`src/rtl/line_sensor_pd_steering_macros.svh`:
```
// assertion macros for the line sensor pd steering block
// used by modules that check their own control logic, no dependencies
`ifndef LINE_SENSOR_PD_STEERING_MACROS_SVH
`define LINE_SENSOR_PD_STEERING_MACROS_SVH

// condition must hold in the same cycle as the trigger
`define LSPS_ASSERT_IMPL(lbl, clk, rstn, ante, cons, msg) \
    lbl: assert property (@(posedge clk) disable iff (!(rstn)) (ante) |-> (cons)) \
        else $error(msg);

// condition must hold in the cycle after the trigger
`define LSPS_ASSERT_NEXT(lbl, clk, rstn, ante, cons, msg) \
    lbl: assert property (@(posedge clk) disable iff (!(rstn)) (ante) |=> (cons)) \
        else $error(msg);

`endif

```
`src/rtl/lsps_pkg.sv`:
```
// package for the line sensor pd steering block
// types, register codes, reset values and sensor weights; no dependencies
package lsps_pkg;

    localparam int CFG_IDX_W  = 3;
    localparam int CFG_DATA_W = 16;

    localparam logic [CFG_IDX_W-1:0] CFG_PROP_GAIN     = 3'd0;
    localparam logic [CFG_IDX_W-1:0] CFG_DERIV_GAIN    = 3'd1;
    localparam logic [CFG_IDX_W-1:0] CFG_OUTPUT_LIMIT  = 3'd2;
    localparam logic [CFG_IDX_W-1:0] CFG_INVERT_OUTPUT = 3'd3;

    localparam logic signed [15:0] PROP_GAIN_RST    = 16'sd256;
    localparam logic signed [15:0] DERIV_GAIN_RST   = 16'sd0;
    localparam logic [14:0]        OUTPUT_LIMIT_RST = 15'd32767;

    localparam logic signed [6:0] SENSOR_WEIGHT [8] = '{
        -7'sd35, -7'sd25, -7'sd15, -7'sd5, 7'sd5, 7'sd15, 7'sd25, 7'sd35
    };

    typedef struct packed {
        logic signed [15:0] prop_gain;
        logic signed [15:0] deriv_gain;
        logic [14:0]        output_limit;
        logic               invert_output;
    } t_cfg;

    // classified sample: sign and magnitude of the weight sum, set-bit count
    typedef struct packed {
        logic       neg;
        logic [7:0] mag;
        logic [3:0] cnt;
    } t_cls;

endpackage

```
`src/rtl/lsps_if.sv`:
```
// valid/ready channel interfaces for sensor samples and steering results
// no dependencies
interface lsps_in_if;
    logic       valid;
    logic       ready;
    logic [7:0] sensor_bits;

    modport source(output valid, output sensor_bits, input ready);
    modport sink(input valid, input sensor_bits, output ready);
endinterface

interface lsps_out_if;
    logic               valid;
    logic               ready;
    logic signed [15:0] steer_correction;
    logic               line_valid;
    logic signed [6:0]  position_error;

    modport source(output valid, output steer_correction, output line_valid,
                   output position_error, input ready);
    modport sink(input valid, input steer_correction, input line_valid,
                 input position_error, output ready);
endinterface

```
`src/rtl/lsps_front.sv`:
```
// front end: accepts sensor samples and forms weight sum and set-bit count
// depends on lsps_pkg and lsps_in_if
module lsps_front (
    lsps_in_if.sink        in_if,
    input  logic           i_full,
    output logic           o_push,
    output lsps_pkg::t_cls o_cls
);

    logic signed [8:0] sum;
    logic [3:0]        cnt;

    always_comb begin
        sum = '0;
        cnt = '0;
        for (int i = 0; i < 8; i++) begin
            if (in_if.sensor_bits[i]) begin
                sum = sum + 9'(lsps_pkg::SENSOR_WEIGHT[i]);
                cnt = cnt + 4'd1;
            end
        end
    end

    assign in_if.ready = !i_full;
    assign o_push      = in_if.valid && !i_full;
    assign o_cls.neg   = sum[8];
    assign o_cls.mag   = sum[8] ? 8'(-sum) : sum[7:0];
    assign o_cls.cnt   = cnt;

endmodule

```
`src/rtl/lsps_queue.sv`:
```
// short queue between front and back end, held in flip-flops
// depends on lsps_pkg
module lsps_queue #(
    parameter int DEPTH = 2
) (
    input  logic           i_clk,
    input  logic           i_rst_n,
    input  logic           i_push,
    input  lsps_pkg::t_cls i_data,
    input  logic           i_pop,
    output lsps_pkg::t_cls o_data,
    output logic           o_full,
    output logic           o_empty
);

    localparam int PW = (DEPTH > 1) ? $clog2(DEPTH) : 1;
    localparam int CW = $clog2(DEPTH + 1);

    lsps_pkg::t_cls r_mem [DEPTH];
    logic [PW-1:0]  r_wp;
    logic [PW-1:0]  r_rp;
    logic [CW-1:0]  r_cnt;

    function automatic logic [PW-1:0] ptr_inc(input logic [PW-1:0] p);
        if (p == PW'(DEPTH - 1)) begin
            ptr_inc = '0;
        end else begin
            ptr_inc = p + PW'(1);
        end
    endfunction

    assign o_full  = (r_cnt == CW'(DEPTH));
    assign o_empty = (r_cnt == '0);
    assign o_data  = r_mem[r_rp];

    always_ff @(posedge i_clk) begin
        if (!i_rst_n) begin
            r_wp  <= '0;
            r_rp  <= '0;
            r_cnt <= '0;
        end else begin
            if (i_push) begin
                r_wp <= ptr_inc(r_wp);
            end
            if (i_pop) begin
                r_rp <= ptr_inc(r_rp);
            end
            if (i_push && !i_pop) begin
                r_cnt <= r_cnt + CW'(1);
            end else if (!i_push && i_pop) begin
                r_cnt <= r_cnt - CW'(1);
            end
        end
    end

    always_ff @(posedge i_clk) begin
        if (i_push) begin
            r_mem[r_wp] <= i_data;
        end
    end

endmodule

```
`src/rtl/lsps_back.sv`:
```
// back end: divides weight sum by count, forms pd term, inverts and clamps
// depends on lsps_pkg, lsps_out_if and the assertion macros header
`include "line_sensor_pd_steering_macros.svh"

module lsps_back (
    input  logic           i_clk,
    input  logic           i_rst_n,
    input  lsps_pkg::t_cfg i_cfg,
    input  lsps_pkg::t_cls i_cls,
    input  logic           i_empty,
    output logic           o_pop,
    lsps_out_if.source     out_if
);

    localparam logic [2:0] S_IDLE = 3'd0;
    localparam logic [2:0] S_DIV  = 3'd1;
    localparam logic [2:0] S_ERR  = 3'd2;
    localparam logic [2:0] S_MUL  = 3'd3;
    localparam logic [2:0] S_SUM  = 3'd4;
    localparam logic [2:0] S_OUT  = 3'd5;

    logic [2:0] r_state;
    logic [2:0] n_state;
    logic [1:0] r_step;

    logic [7:0] r_dvd;
    logic [3:0] r_dvs;
    logic [3:0] r_rem;
    logic [7:0] r_quo;
    logic       r_neg;
    logic       r_vld;

    logic signed [6:0]  r_prev;
    logic               r_seen;
    logic signed [6:0]  r_err;
    logic signed [7:0]  r_deriv;
    logic signed [22:0] r_p1;
    logic signed [23:0] r_p2;
    logic signed [16:0] r_corr;

    logic               r_ovalid;
    logic signed [15:0] r_o_steer;
    logic               r_o_lv;
    logic signed [6:0]  r_o_err;

    logic [4:0]         s1;
    logic [4:0]         s2;
    logic signed [6:0]  q_signed;
    logic signed [6:0]  n_err;
    logic signed [7:0]  n_deriv;
    logic signed [24:0] total;
    logic signed [24:0] total_b;
    logic signed [24:0] shifted;
    logic signed [16:0] c_inv;
    logic signed [16:0] lim;
    logic signed [16:0] c_clamp;
    logic               out_load;

    function automatic logic [4:0] div_step(input logic [3:0] rem, input logic din,
                                            input logic [3:0] dvs);
        logic [4:0] t;
        begin
            t = {rem, din};
            if (t >= {1'b0, dvs}) begin
                div_step = {1'b1, 4'(t - {1'b0, dvs})};
            end else begin
                div_step = {1'b0, t[3:0]};
            end
        end
    endfunction

    // two quotient bits per cycle
    assign s1 = div_step(r_rem, r_dvd[7], r_dvs);
    assign s2 = div_step(s1[3:0], r_dvd[6], r_dvs);

    assign q_signed = r_neg ? -$signed(r_quo[6:0]) : $signed(r_quo[6:0]);

    always_comb begin
        if (r_vld) begin
            n_err = q_signed;
        end else if (r_seen) begin
            n_err = r_prev;
        end else begin
            n_err = '0;
        end
    end

    assign n_deriv = {n_err[6], n_err} - {r_prev[6], r_prev};

    // truncate toward zero on the divide by 256
    assign total   = 25'(r_p1) + 25'(r_p2);
    assign total_b = total + (total[24] ? 25'sd255 : 25'sd0);
    assign shifted = total_b >>> 8;

    assign c_inv = i_cfg.invert_output ? -r_corr : r_corr;
    assign lim   = $signed({2'b00, i_cfg.output_limit});

    always_comb begin
        if (c_inv > lim) begin
            c_clamp = lim;
        end else if (c_inv < -lim) begin
            c_clamp = -lim;
        end else begin
            c_clamp = c_inv;
        end
    end

    assign o_pop    = (r_state == S_IDLE) && !i_empty;
    assign out_load = (r_state == S_OUT) && (!r_ovalid || out_if.ready);

    always_comb begin
        n_state = r_state;
        case (r_state)
            S_IDLE: begin
                if (!i_empty) begin
                    n_state = (i_cls.cnt == '0) ? S_ERR : S_DIV;
                end
            end
            S_DIV: begin
                if (r_step == 2'd3) begin
                    n_state = S_ERR;
                end
            end
            S_ERR: n_state = S_MUL;
            S_MUL: n_state = S_SUM;
            S_SUM: n_state = S_OUT;
            S_OUT: begin
                if (out_load) begin
                    n_state = S_IDLE;
                end
            end
            default: n_state = S_IDLE;
        endcase
    end

    always_ff @(posedge i_clk) begin
        if (!i_rst_n) begin
            r_state  <= S_IDLE;
            r_step   <= '0;
            r_prev   <= '0;
            r_seen   <= 1'b0;
            r_ovalid <= 1'b0;
        end else begin
            r_state <= n_state;
            if (r_state == S_DIV) begin
                r_step <= r_step + 2'd1;
            end else begin
                r_step <= '0;
            end
            if (r_state == S_ERR) begin
                r_prev <= n_err;
                if (r_vld) begin
                    r_seen <= 1'b1;
                end
            end
            if (out_load) begin
                r_ovalid <= 1'b1;
            end else if (out_if.ready) begin
                r_ovalid <= 1'b0;
            end
        end
    end

    always_ff @(posedge i_clk) begin
        case (r_state)
            S_IDLE: begin
                r_dvd <= i_cls.mag;
                r_dvs <= i_cls.cnt;
                r_neg <= i_cls.neg;
                r_vld <= (i_cls.cnt != '0);
                r_rem <= '0;
                r_quo <= '0;
            end
            S_DIV: begin
                r_dvd <= {r_dvd[5:0], 2'b00};
                r_rem <= s2[3:0];
                r_quo <= {r_quo[5:0], s1[4], s2[4]};
            end
            S_ERR: begin
                r_err   <= n_err;
                r_deriv <= n_deriv;
            end
            S_MUL: begin
                r_p1 <= 23'($signed(i_cfg.prop_gain)) * 23'(r_err);
                r_p2 <= 24'($signed(i_cfg.deriv_gain)) * 24'(r_deriv);
            end
            S_SUM: begin
                r_corr <= shifted[16:0];
            end
            S_OUT: begin
                if (out_load) begin
                    r_o_steer <= c_clamp[15:0];
                    r_o_lv    <= r_vld;
                    r_o_err   <= r_err;
                end
            end
            default: begin
            end
        endcase
    end

    assign out_if.valid            = r_ovalid;
    assign out_if.steer_correction = r_o_steer;
    assign out_if.line_valid       = r_o_lv;
    assign out_if.position_error   = r_o_err;

    `LSPS_ASSERT_IMPL(a_err_range, i_clk, i_rst_n, r_ovalid, (r_o_err >= -7'sd35) && (r_o_err <= 7'sd35), "position error out of range")
    `LSPS_ASSERT_IMPL(a_steer_limit, i_clk, i_rst_n, r_ovalid, ($signed({r_o_steer[15], r_o_steer}) <= lim) && ($signed({r_o_steer[15], r_o_steer}) >= -lim), "steer correction beyond limit")
    `LSPS_ASSERT_IMPL(a_div_nonzero, i_clk, i_rst_n, r_state == S_DIV, r_dvs != 4'd0, "divide by zero count")
    `LSPS_ASSERT_NEXT(a_pop_to_work, i_clk, i_rst_n, o_pop, (r_state == S_DIV) || (r_state == S_ERR), "popped sample not processed")

endmodule

```
`src/rtl/line_sensor_pd_steering.sv`:
```
// line sensor pd steering controller: from accept, a sample passes the queue, then a
// two-bit-per-cycle divider (skipped when no sensor bit is set), then error, pd
// multiply, sum and clamp steps before its result is registered as valid; the back end
// starts the next sample only once that result is loaded, which an output stall can
// delay; a short queue lets the front accept while busy
// synchronous active-low reset clears gains to defaults, error history and queue
module line_sensor_pd_steering #(
    parameter int QDEPTH = 2
) (
    input  logic                            i_clk,
    input  logic                            i_rst_n,
    lsps_in_if.sink                         in_if,
    lsps_out_if.source                      out_if,
    input  logic                            i_cfg_we,
    input  logic [lsps_pkg::CFG_IDX_W-1:0]  i_cfg_idx,
    input  logic [lsps_pkg::CFG_DATA_W-1:0] i_cfg_data
);

    lsps_pkg::t_cfg r_cfg;
    lsps_pkg::t_cls push_cls;
    lsps_pkg::t_cls head_cls;
    logic           push;
    logic           pop;
    logic           full;
    logic           empty;

    always_ff @(posedge i_clk) begin
        if (!i_rst_n) begin
            r_cfg.prop_gain     <= lsps_pkg::PROP_GAIN_RST;
            r_cfg.deriv_gain    <= lsps_pkg::DERIV_GAIN_RST;
            r_cfg.output_limit  <= lsps_pkg::OUTPUT_LIMIT_RST;
            r_cfg.invert_output <= 1'b0;
        end else if (i_cfg_we) begin
            case (i_cfg_idx)
                lsps_pkg::CFG_PROP_GAIN:     r_cfg.prop_gain     <= $signed(i_cfg_data);
                lsps_pkg::CFG_DERIV_GAIN:    r_cfg.deriv_gain    <= $signed(i_cfg_data);
                lsps_pkg::CFG_OUTPUT_LIMIT:  r_cfg.output_limit  <= i_cfg_data[14:0];
                lsps_pkg::CFG_INVERT_OUTPUT: r_cfg.invert_output <= i_cfg_data[0];
                default: begin
                end
            endcase
        end
    end

    lsps_front u_front (
        .in_if  (in_if),
        .i_full (full),
        .o_push (push),
        .o_cls  (push_cls)
    );

    lsps_queue #(
        .DEPTH (QDEPTH)
    ) u_queue (
        .i_clk   (i_clk),
        .i_rst_n (i_rst_n),
        .i_push  (push),
        .i_data  (push_cls),
        .i_pop   (pop),
        .o_data  (head_cls),
        .o_full  (full),
        .o_empty (empty)
    );

    lsps_back u_back (
        .i_clk   (i_clk),
        .i_rst_n (i_rst_n),
        .i_cfg   (r_cfg),
        .i_cls   (head_cls),
        .i_empty (empty),
        .o_pop   (pop),
        .out_if  (out_if)
    );

endmodule

```
`src/flat_wrapper.sv`:
```
// flat-port wrapper written by rule: the top's interface ports become plain ports
module line_sensor_pd_steering_flat 
#(
    parameter int QDEPTH = 2
)
  (i_clk, i_rst_n, i_cfg_we, i_cfg_idx, i_cfg_data, in_if_valid, in_if_sensor_bits, in_if_ready, out_if_valid, out_if_steer_correction, out_if_line_valid, out_if_position_error, out_if_ready);
  lsps_in_if in_if_i ();
  lsps_out_if out_if_i ();
  input  logic i_clk;
  input  logic i_rst_n;
  input  logic i_cfg_we;
  input  logic [lsps_pkg::CFG_IDX_W-1:0] i_cfg_idx;
  input  logic [lsps_pkg::CFG_DATA_W-1:0] i_cfg_data;
  input wire logic [$bits(in_if_i.valid)-1:0] in_if_valid;
  input wire logic [$bits(in_if_i.sensor_bits)-1:0] in_if_sensor_bits;
  output wire logic [$bits(in_if_i.ready)-1:0] in_if_ready;
  output wire logic [$bits(out_if_i.valid)-1:0] out_if_valid;
  output wire logic [$bits(out_if_i.steer_correction)-1:0] out_if_steer_correction;
  output wire logic [$bits(out_if_i.line_valid)-1:0] out_if_line_valid;
  output wire logic [$bits(out_if_i.position_error)-1:0] out_if_position_error;
  input wire logic [$bits(out_if_i.ready)-1:0] out_if_ready;
  assign in_if_i.valid = in_if_valid;
  assign in_if_i.sensor_bits = in_if_sensor_bits;
  assign in_if_ready = in_if_i.ready;
  assign out_if_valid = out_if_i.valid;
  assign out_if_steer_correction = out_if_i.steer_correction;
  assign out_if_line_valid = out_if_i.line_valid;
  assign out_if_position_error = out_if_i.position_error;
  assign out_if_i.ready = out_if_ready;
  line_sensor_pd_steering #(.QDEPTH(QDEPTH)) u_core (.i_clk(i_clk), .i_rst_n(i_rst_n), .in_if(in_if_i), .out_if(out_if_i), .i_cfg_we(i_cfg_we), .i_cfg_idx(i_cfg_idx), .i_cfg_data(i_cfg_data));
endmodule
```
`config.mk`:
```
export PLATFORM = sky130hd
export DESIGN_NAME = line_sensor_pd_steering_flat
export DESIGN_NICKNAME = d
export VERILOG_FILES = /design/src/rtl/lsps_pkg.sv /design/src/rtl/lsps_if.sv /design/src/rtl/lsps_front.sv /design/src/rtl/lsps_queue.sv /design/src/rtl/lsps_back.sv /design/src/rtl/line_sensor_pd_steering.sv /design/src/flat_wrapper.sv
export VERILOG_INCLUDE_DIRS = /design/src /design/src/rtl
export SDC_FILE = /design/constraint.sdc
export NUM_CORES = 1
export LEC_CHECK = 0
export BUFFER_PORTS_ARGS = -buffer_cell sky130_fd_sc_hd__buf_4
export CAP_MARGIN = 20
export CORE_UTILIZATION = 55
export DETAILED_ROUTE_END_ITERATION = 10
export GPL_TIMING_DRIVEN = 1
export HOLD_SLACK_MARGIN = 0.1
export PLACE_DENSITY = 0.7
export SYNTH_ARGS = -nofsm -noshare
export SYNTH_HDL_FRONTEND = slang
export SYNTH_SLANG_ARGS = --single-unit
export TNS_END_PERCENT = 5
```
`constraint.sdc`:
```
create_clock -name i_clk -period 8.3 [get_ports i_clk]
set_clock_uncertainty 0.05 [all_clocks]
set_input_delay 2.075 -clock i_clk [delete_from_list [all_inputs] [get_ports i_clk]]
set_output_delay 2.075 -clock i_clk [all_outputs]
set_load 0.02 [all_outputs]
```
Yosys cells after proc, flatten, opt, wreduce, memory -nomap -nowiden
Memory sizes are Yosys's and may differ from the RTL's. A register that Yosys moved wholly into a read port is not among the register bits.
Index checks and enable logic that the tools add are counted.
Widths: inputs -> output; s select.

cells by class
  $add $sub $neg = 28
  $mul = 2
  order comparisons = 4
  equal/unequal tests = 13
  multiplexer cells = 44
  reductions and logical operators = 27

operators with widths
  kind                 count
  $mux 9               8
  $add 4x1->4 const B  7
  $mux 4               7
  $add 23x24->25       1
  $add 25x9->25        1
  $mul 16x8->24        1
  $mul 16x7->23        1
  $mux 7               3
  $add 9x4->9 const B  2
  $add 9x5->9 const B  2
  $add 9x6->9 const B  2
  $pmux 3 s6           1
  $gt 17x16->1         1
  $lt 17x17->1         1
  $mux 17              1
  $neg 15->17          1
  $neg 17->17          1
  $mux 16              1
  $mux 8               2
  $pmux 8 s2           1
  $mux 15              1
  $pmux 7 s2           1
  $reduce_and 2->1     7
  $eq 3x2->1 const B   4
  other kinds (27)     60

word-level totals
  register bits after elaboration = 194
  memory bits (writable) = 26
  output and inout bits = 26
  word-level logic and storage cells = 146
  memories = 1

memories
  name                  depth  bits a word  read ports  clocked after Yosys merged registers in  wr ports  line              text
  u_core.u_queue.r_mem  2      13           1           1                                        1         lsps_queue.sv:19  lsps_pkg::t_cls r_mem [DEPTH];

Depth between registers and ports, before layout
  depth in word-level cells = 17
  depth in mapped cells = 24

Hierarchy
A second synthesis with hierarchy kept.

second synthesis, totals
  cells, all modules = 2297
  area total of the unflattened synthesis = 22146.2 um^2

by module, submodules not included
  module                   instances  cells each  area an instance (um^2)
  lsps_back                1          1803        17181.5
  line_sensor_pd_steering  1          195         1945.6
  lsps_front               1          237         1868.0
  lsps_queue               1          62          1151.1

Worst setup path after synthesis
Ideal clock, no wire load.

  kind = input to register
  start point = input in_if_sensor_bits[1]
  end point = memory u_core.u_queue.r_mem[0][6] (netlist name), data pin
  setup time = 0.271 ns
  arrival time = 5.972 ns
  slack = 2.007 ns
  stages = 15
  path buffers = 0
  cell sequence = inv_1 > fa_1 > ha_1 > a211o_1 > a41o_1 > a22oi_2 > and4bb_1 > xor2_2 > or3b_1 > or4b_4 > nand3_2 > nor4b_4 > xnor2_4 > nor2b_4 > xnor2_2

RTL lines
  item         line                text
  from (decl)  flat_wrapper.sv:15  input wire logic [$bits(in_if_i.sensor_bits)-1:0] in_if_sensor_bits;
  to (decl)    lsps_queue.sv:19

Final worst setup path
  start point = register u_core.u_back.r_deriv[7]
  end point = register u_core.u_back.r_p2[22], data pin

between the ends
  cells in the longest elaborated chain, start to end = 1

ends and longest elaborated chain
  item                    line              text
  from (decl)             lsps_back.sv:36   logic signed [7:0] r_deriv;
  from (signal assigned)  lsps_back.sv:181  r_deriv <= n_deriv;
  $mul 16x8->24           lsps_back.sv:185  r_p2 <= 24'($signed(i_cfg.deriv_gain)) * 24'(r_deriv);
  to (signal assigned)    lsps_back.sv:185
  to (decl)               lsps_back.sv:38   logic signed [23:0] r_p2;

Every way passes these cells.
A chain may end at the register's enable or synchronous reset.

==> out/metrics.yaml <==
status:
  status: "finished, final reports clean"
timing:
  setup_viol: 0
  max_freq_mhz: 151.3
  fin_crit_sh_pct: 79.65
  setup_tns_ns: 0
  slew_viol_final: 0
  rsz0062_at_grt: "false"
  holdWs_ns: 0.3839
  tightest_slew_ns: 1.008
  slew_headroom_pct: 32.42
  finalHoldViolCount: 0
  period_needed_ns: 6.611
critical_path:
  crit_type: "reg2reg"
  crit_path_frequent_cell: "fa_1"
  cp.required_ns: 8.53
  crit_path_start_kind: "register"
  critPathSlowestCell: "a2111oi_0"
  worstSetupEndpointType: "register"
  cp.arrival_ns: 6.84
  crit_chain: "inv_1 > nor2_1 > fa_1 > inv_1 > fa_1 > fa_1 > fa_1 > inv_1 > ha_1 > a21boi_0 > o21ai_0 > a21boi_0 > o21ai_0 > a21boi_0 > o31a_1 > o211ai_1 > a21oi_1 > a2111oi_0 > a21oi_1 > xor2_1"
  crit_path_max_fanout: 13
  r2r_slack_ns: 1.69
  cpPeakStageDelay_ns: 0.67
  cp_top_family: "compound AO/OA/AOI/OAI gates"
  crit_buf_inv: 3
  startpoint: "u_core.u_back.r_deriv[7]"
  rr_startpoint: "u_core.u_back.r_deriv[7]"
placed_design:
  io_buffers: 57
  routabilityCongestion: 0.8953
  detailed_place_hpwl_mm: 37.10
clock_tree:
  cts_setup_buffers: 0
  post_cts_resized: 0
  cts_tree: "done"
  cts_root_buffer: "clkbuf_16"
  clk_pin_slew_ns: 0.06
  clk_latency_ns: 0.55
  numClockSinks: 219
  cts_max_level: 1
  cts.path.max_buffers: 3
  cts_hold_buffers: 0
  cts_buffers: 26
global_routing:
  grt_pass1_wl_mm: 78.07
  grt_pass1_vias: 15440
  antenna_found_initial: 1
  grt_overflow: 0
  grt_use_total_pct: 25.18
  grt_max_degree: 68
detailed_routing:
  viasPerCell: 5.595
  antenna_left: 0
  routed_wl_mm: 47.45
  drcViolationCount: 0
  drt-wirelength-per-cell_um: 17.37
  drt-pass1-iter-count: 5
  num_vias: 15280
  dr.first_iter.drc_count: 751
hold_path:
  holdCritPathClass: "reg2reg"
  min_from: "u_core.u_back.r_step[0]"
synthesis:
  synth_flop_cell: "edfxtp_1"
  syn-cell-area_um2: 21160
  synth_cells: 2161
  synth_area_leaders: "edfxtp_1 22%, fa_1 18%, ha_1 11%"
  seq_area_frac_synth_pct: 27.90
  synth-seq-cells: 219
  synth_top_area_share_pct: 21.57
  postSynth.asyncResetShare_pct: 0
  yosys.area.top_type: "edfxtp_1"
  syn-num-nets: 2574
  ys_types: 87
  yosys_warnings: 0
  synth_edf_count: 152
  synth_area_per_cell_um2: 9.794
floorplan:
  initial_core_util_pct: 56.06
  dieArea_um2: 39270
  core_area_um2: 37760
  num_rows: 71
  die_w_um: 198.2
  dieHeight_um: 198.2
  pin_count: 58
final_layout:
  drive_above_1_share_pct: 7.252
  antenna_cells: 0
  nNetsFinal: 2613
  syn2layout_area_growth_pct: 8.643
power_and_ir_drop:
  netSwitchingFraction_pct: 35.00
  p_per_area_nw_per_um2: 191.1
  ir_worst_vdd_v: 0.0003200
  clkPwrFrac_pct: 26.5
  p_switching_w: 0.001538
  seq_power_share_pct: 34.6
  p_int_w: 0.002856
  p_leak_nw: 10.21
  p_comb_share_pct: 38.8
flow_run:
  maxCapViolCount: 0
## through the flow
stage               area [um2]  util (%)  setup WS (ns)  power, W  cells
global route             22990     60.90          1.164  0.004693   2731
floorplan                21160         -          2.007  0.002846   2161
detailed placement       22120     58.58          1.524  0.003248   2682
global placement         22120     58.58          1.607  0.003176   2682
finish                   22990     60.90          1.689  0.004394   2731
CTS                      22990     60.88          1.771  0.004426   2730
## cells by family (layout without fill, tap and decap cells)
group	Yosys count	after routing	share of synthesized area, %
DFF	219	219	27.90
buffers and inverters	308	367	5.539
xor gates and xnor gates	170	170	7.337
and+or+nand+nor	690	690	16.71
adders and majority gates	381	381	29.33
AOI/OAI and AO/OA	357	357	11.36
muxes	36	36	1.815
## worst paths after layout
| path | to | cells after the start |
|---|---|---|
| worst max-delay path | u_core.u_back.r_p2[22] | 20 |
| worst min-delay path | u_core.u_back.r_step[0] | 1 |
| worst max register to register | u_core.u_back.r_p2[22] | 20 |
| worst min register to register | u_core.u_back.r_step[0] | 1 |
## power groups by stage
| stage | Clock [W] | Sequential [W] | Combinational (W) |
|---|---|---|---|
| 2_1_floorplan | 0 | 0.00148 | 0.00136 |
| 3_3_place_gp | 0 | 0.00154 | 0.00164 |
| 3_5_place_dp | 0 | 0.00154 | 0.00170 |
| 4_1_cts | 0.00118 | 0.00152 | 0.00172 |
| 5_1_grt | 0.00123 | 0.00154 | 0.00193 |
| 6_report | 0.00117 | 0.00152 | 0.00171 |
## routing by layer
| metal | global-route usage (%) | share of wire [%] |
|---|---|---|
| met5 | 0 | 0 |
| met1 | 31.56 | 42 |
| met2 | 44.33 | 50 |
| met3 | 2.879 | 4.1 |
| met4 | 9.676 | 4.1 |
## final cells by class
| type | count | area [um2] |
|---|---|---|
| Fill cell | 3215 | 14760 |
| Timing Repair Buffer | 71 | 533.0 |
| Clock inverter | 16 | 165.2 |
| Multi-Input combinational cell | 1634 | 14110 |
| Inverter | 248 | 930.9 |
| Clock buffer | 32 | 704.4 |
| Sequential cell | 219 | 5906 |
| Tap cell | 511 | 639.4 |
## cell usage after synthesis (all sizes together) (32+ instances only)
| master | count |
|---|---|
| fa | 192 |
| xnor2 | 132 |
| ha | 189 |
| a21oi | 69 |
| nand2 | 235 |
| nand2b | 48 |
| and2 | 163 |
| clkbuf | 55 |
| o21a | 34 |
| edfxtp | 152 |
| inv | 247 |
| nor3 | 32 |
| dfxtp | 67 |
| nor2 | 89 |
| xor2 | 37 |
| a21boi | 36 |
| o21ai | 77 |
## state kept, by name, summed over array words and instances, names as in the netlist, 3 cells and up, named ones only
signal                                 flops
u_core.r_cfg                              48
u_core.u_back.r_p2                        24
u_core.u_queue.r_mem                      24
u_core.u_back.r_p1                        23
u_core.u_back.r_corr                      17
u_core.u_back.out_if.steer_correction     16
u_core.u_back.r_deriv                      8
u_core.u_back.r_dvd                        8
u_core.u_back.out_if.position_error        7
u_core.u_back.r_err                        7
u_core.u_back.r_prev                       7
u_core.u_back.r_quo                        7
u_core.u_back.r_dvs                        4
u_core.u_back.r_rem                        4
u_core.u_back.r_state                      3
## cell usage in the layout (no fill, tap or decap), types with 7 or more instances in the layout
cell type / instances
a21boi_0: 36
o21ai_0: 71
edfxtp_1: 152
mux2_2: 19
nor2b_1: 23
inv_1: 247
a211oi_1: 12
nand2b_1: 48
nor3_1: 29
nand2_1: 235
fa_1: 192
a31oi_1: 7
clkbuf_16: 27
buf_4: 71
and3_1: 13
o31ai_1: 14
o211ai_1: 23
o21a_1: 34
a21o_1: 20
or3_1: 15
dfxtp_1: 67
mux2i_1: 17
nand4_1: 12
ha_1: 189
a21oi_1: 67
o21bai_1: 18
xnor2_1: 129
and2_1: 162
xor2_1: 35
nor2_1: 87
nand3_1: 24
## worst reg2reg max path: stages (launching register included)
cell,delay [ns]
edfxtp_1,0.65
inv_1,0.34
nor2_1,0.11
fa_1,0.55
inv_1,0.06
fa_1,0.51
fa_1,0.53
fa_1,0.54
inv_1,0.04
ha_1,0.31
a21boi_0,0.15
o21ai_0,0.25
a21boi_0,0.17
o21ai_0,0.28
a21boi_0,0.19
o31a_1,0.30
o211ai_1,0.22
a21oi_1,0.10
a2111oi_0,0.67
a21oi_1,0.16
xor2_1,0.18
Power figures use the tool's default switching activity.
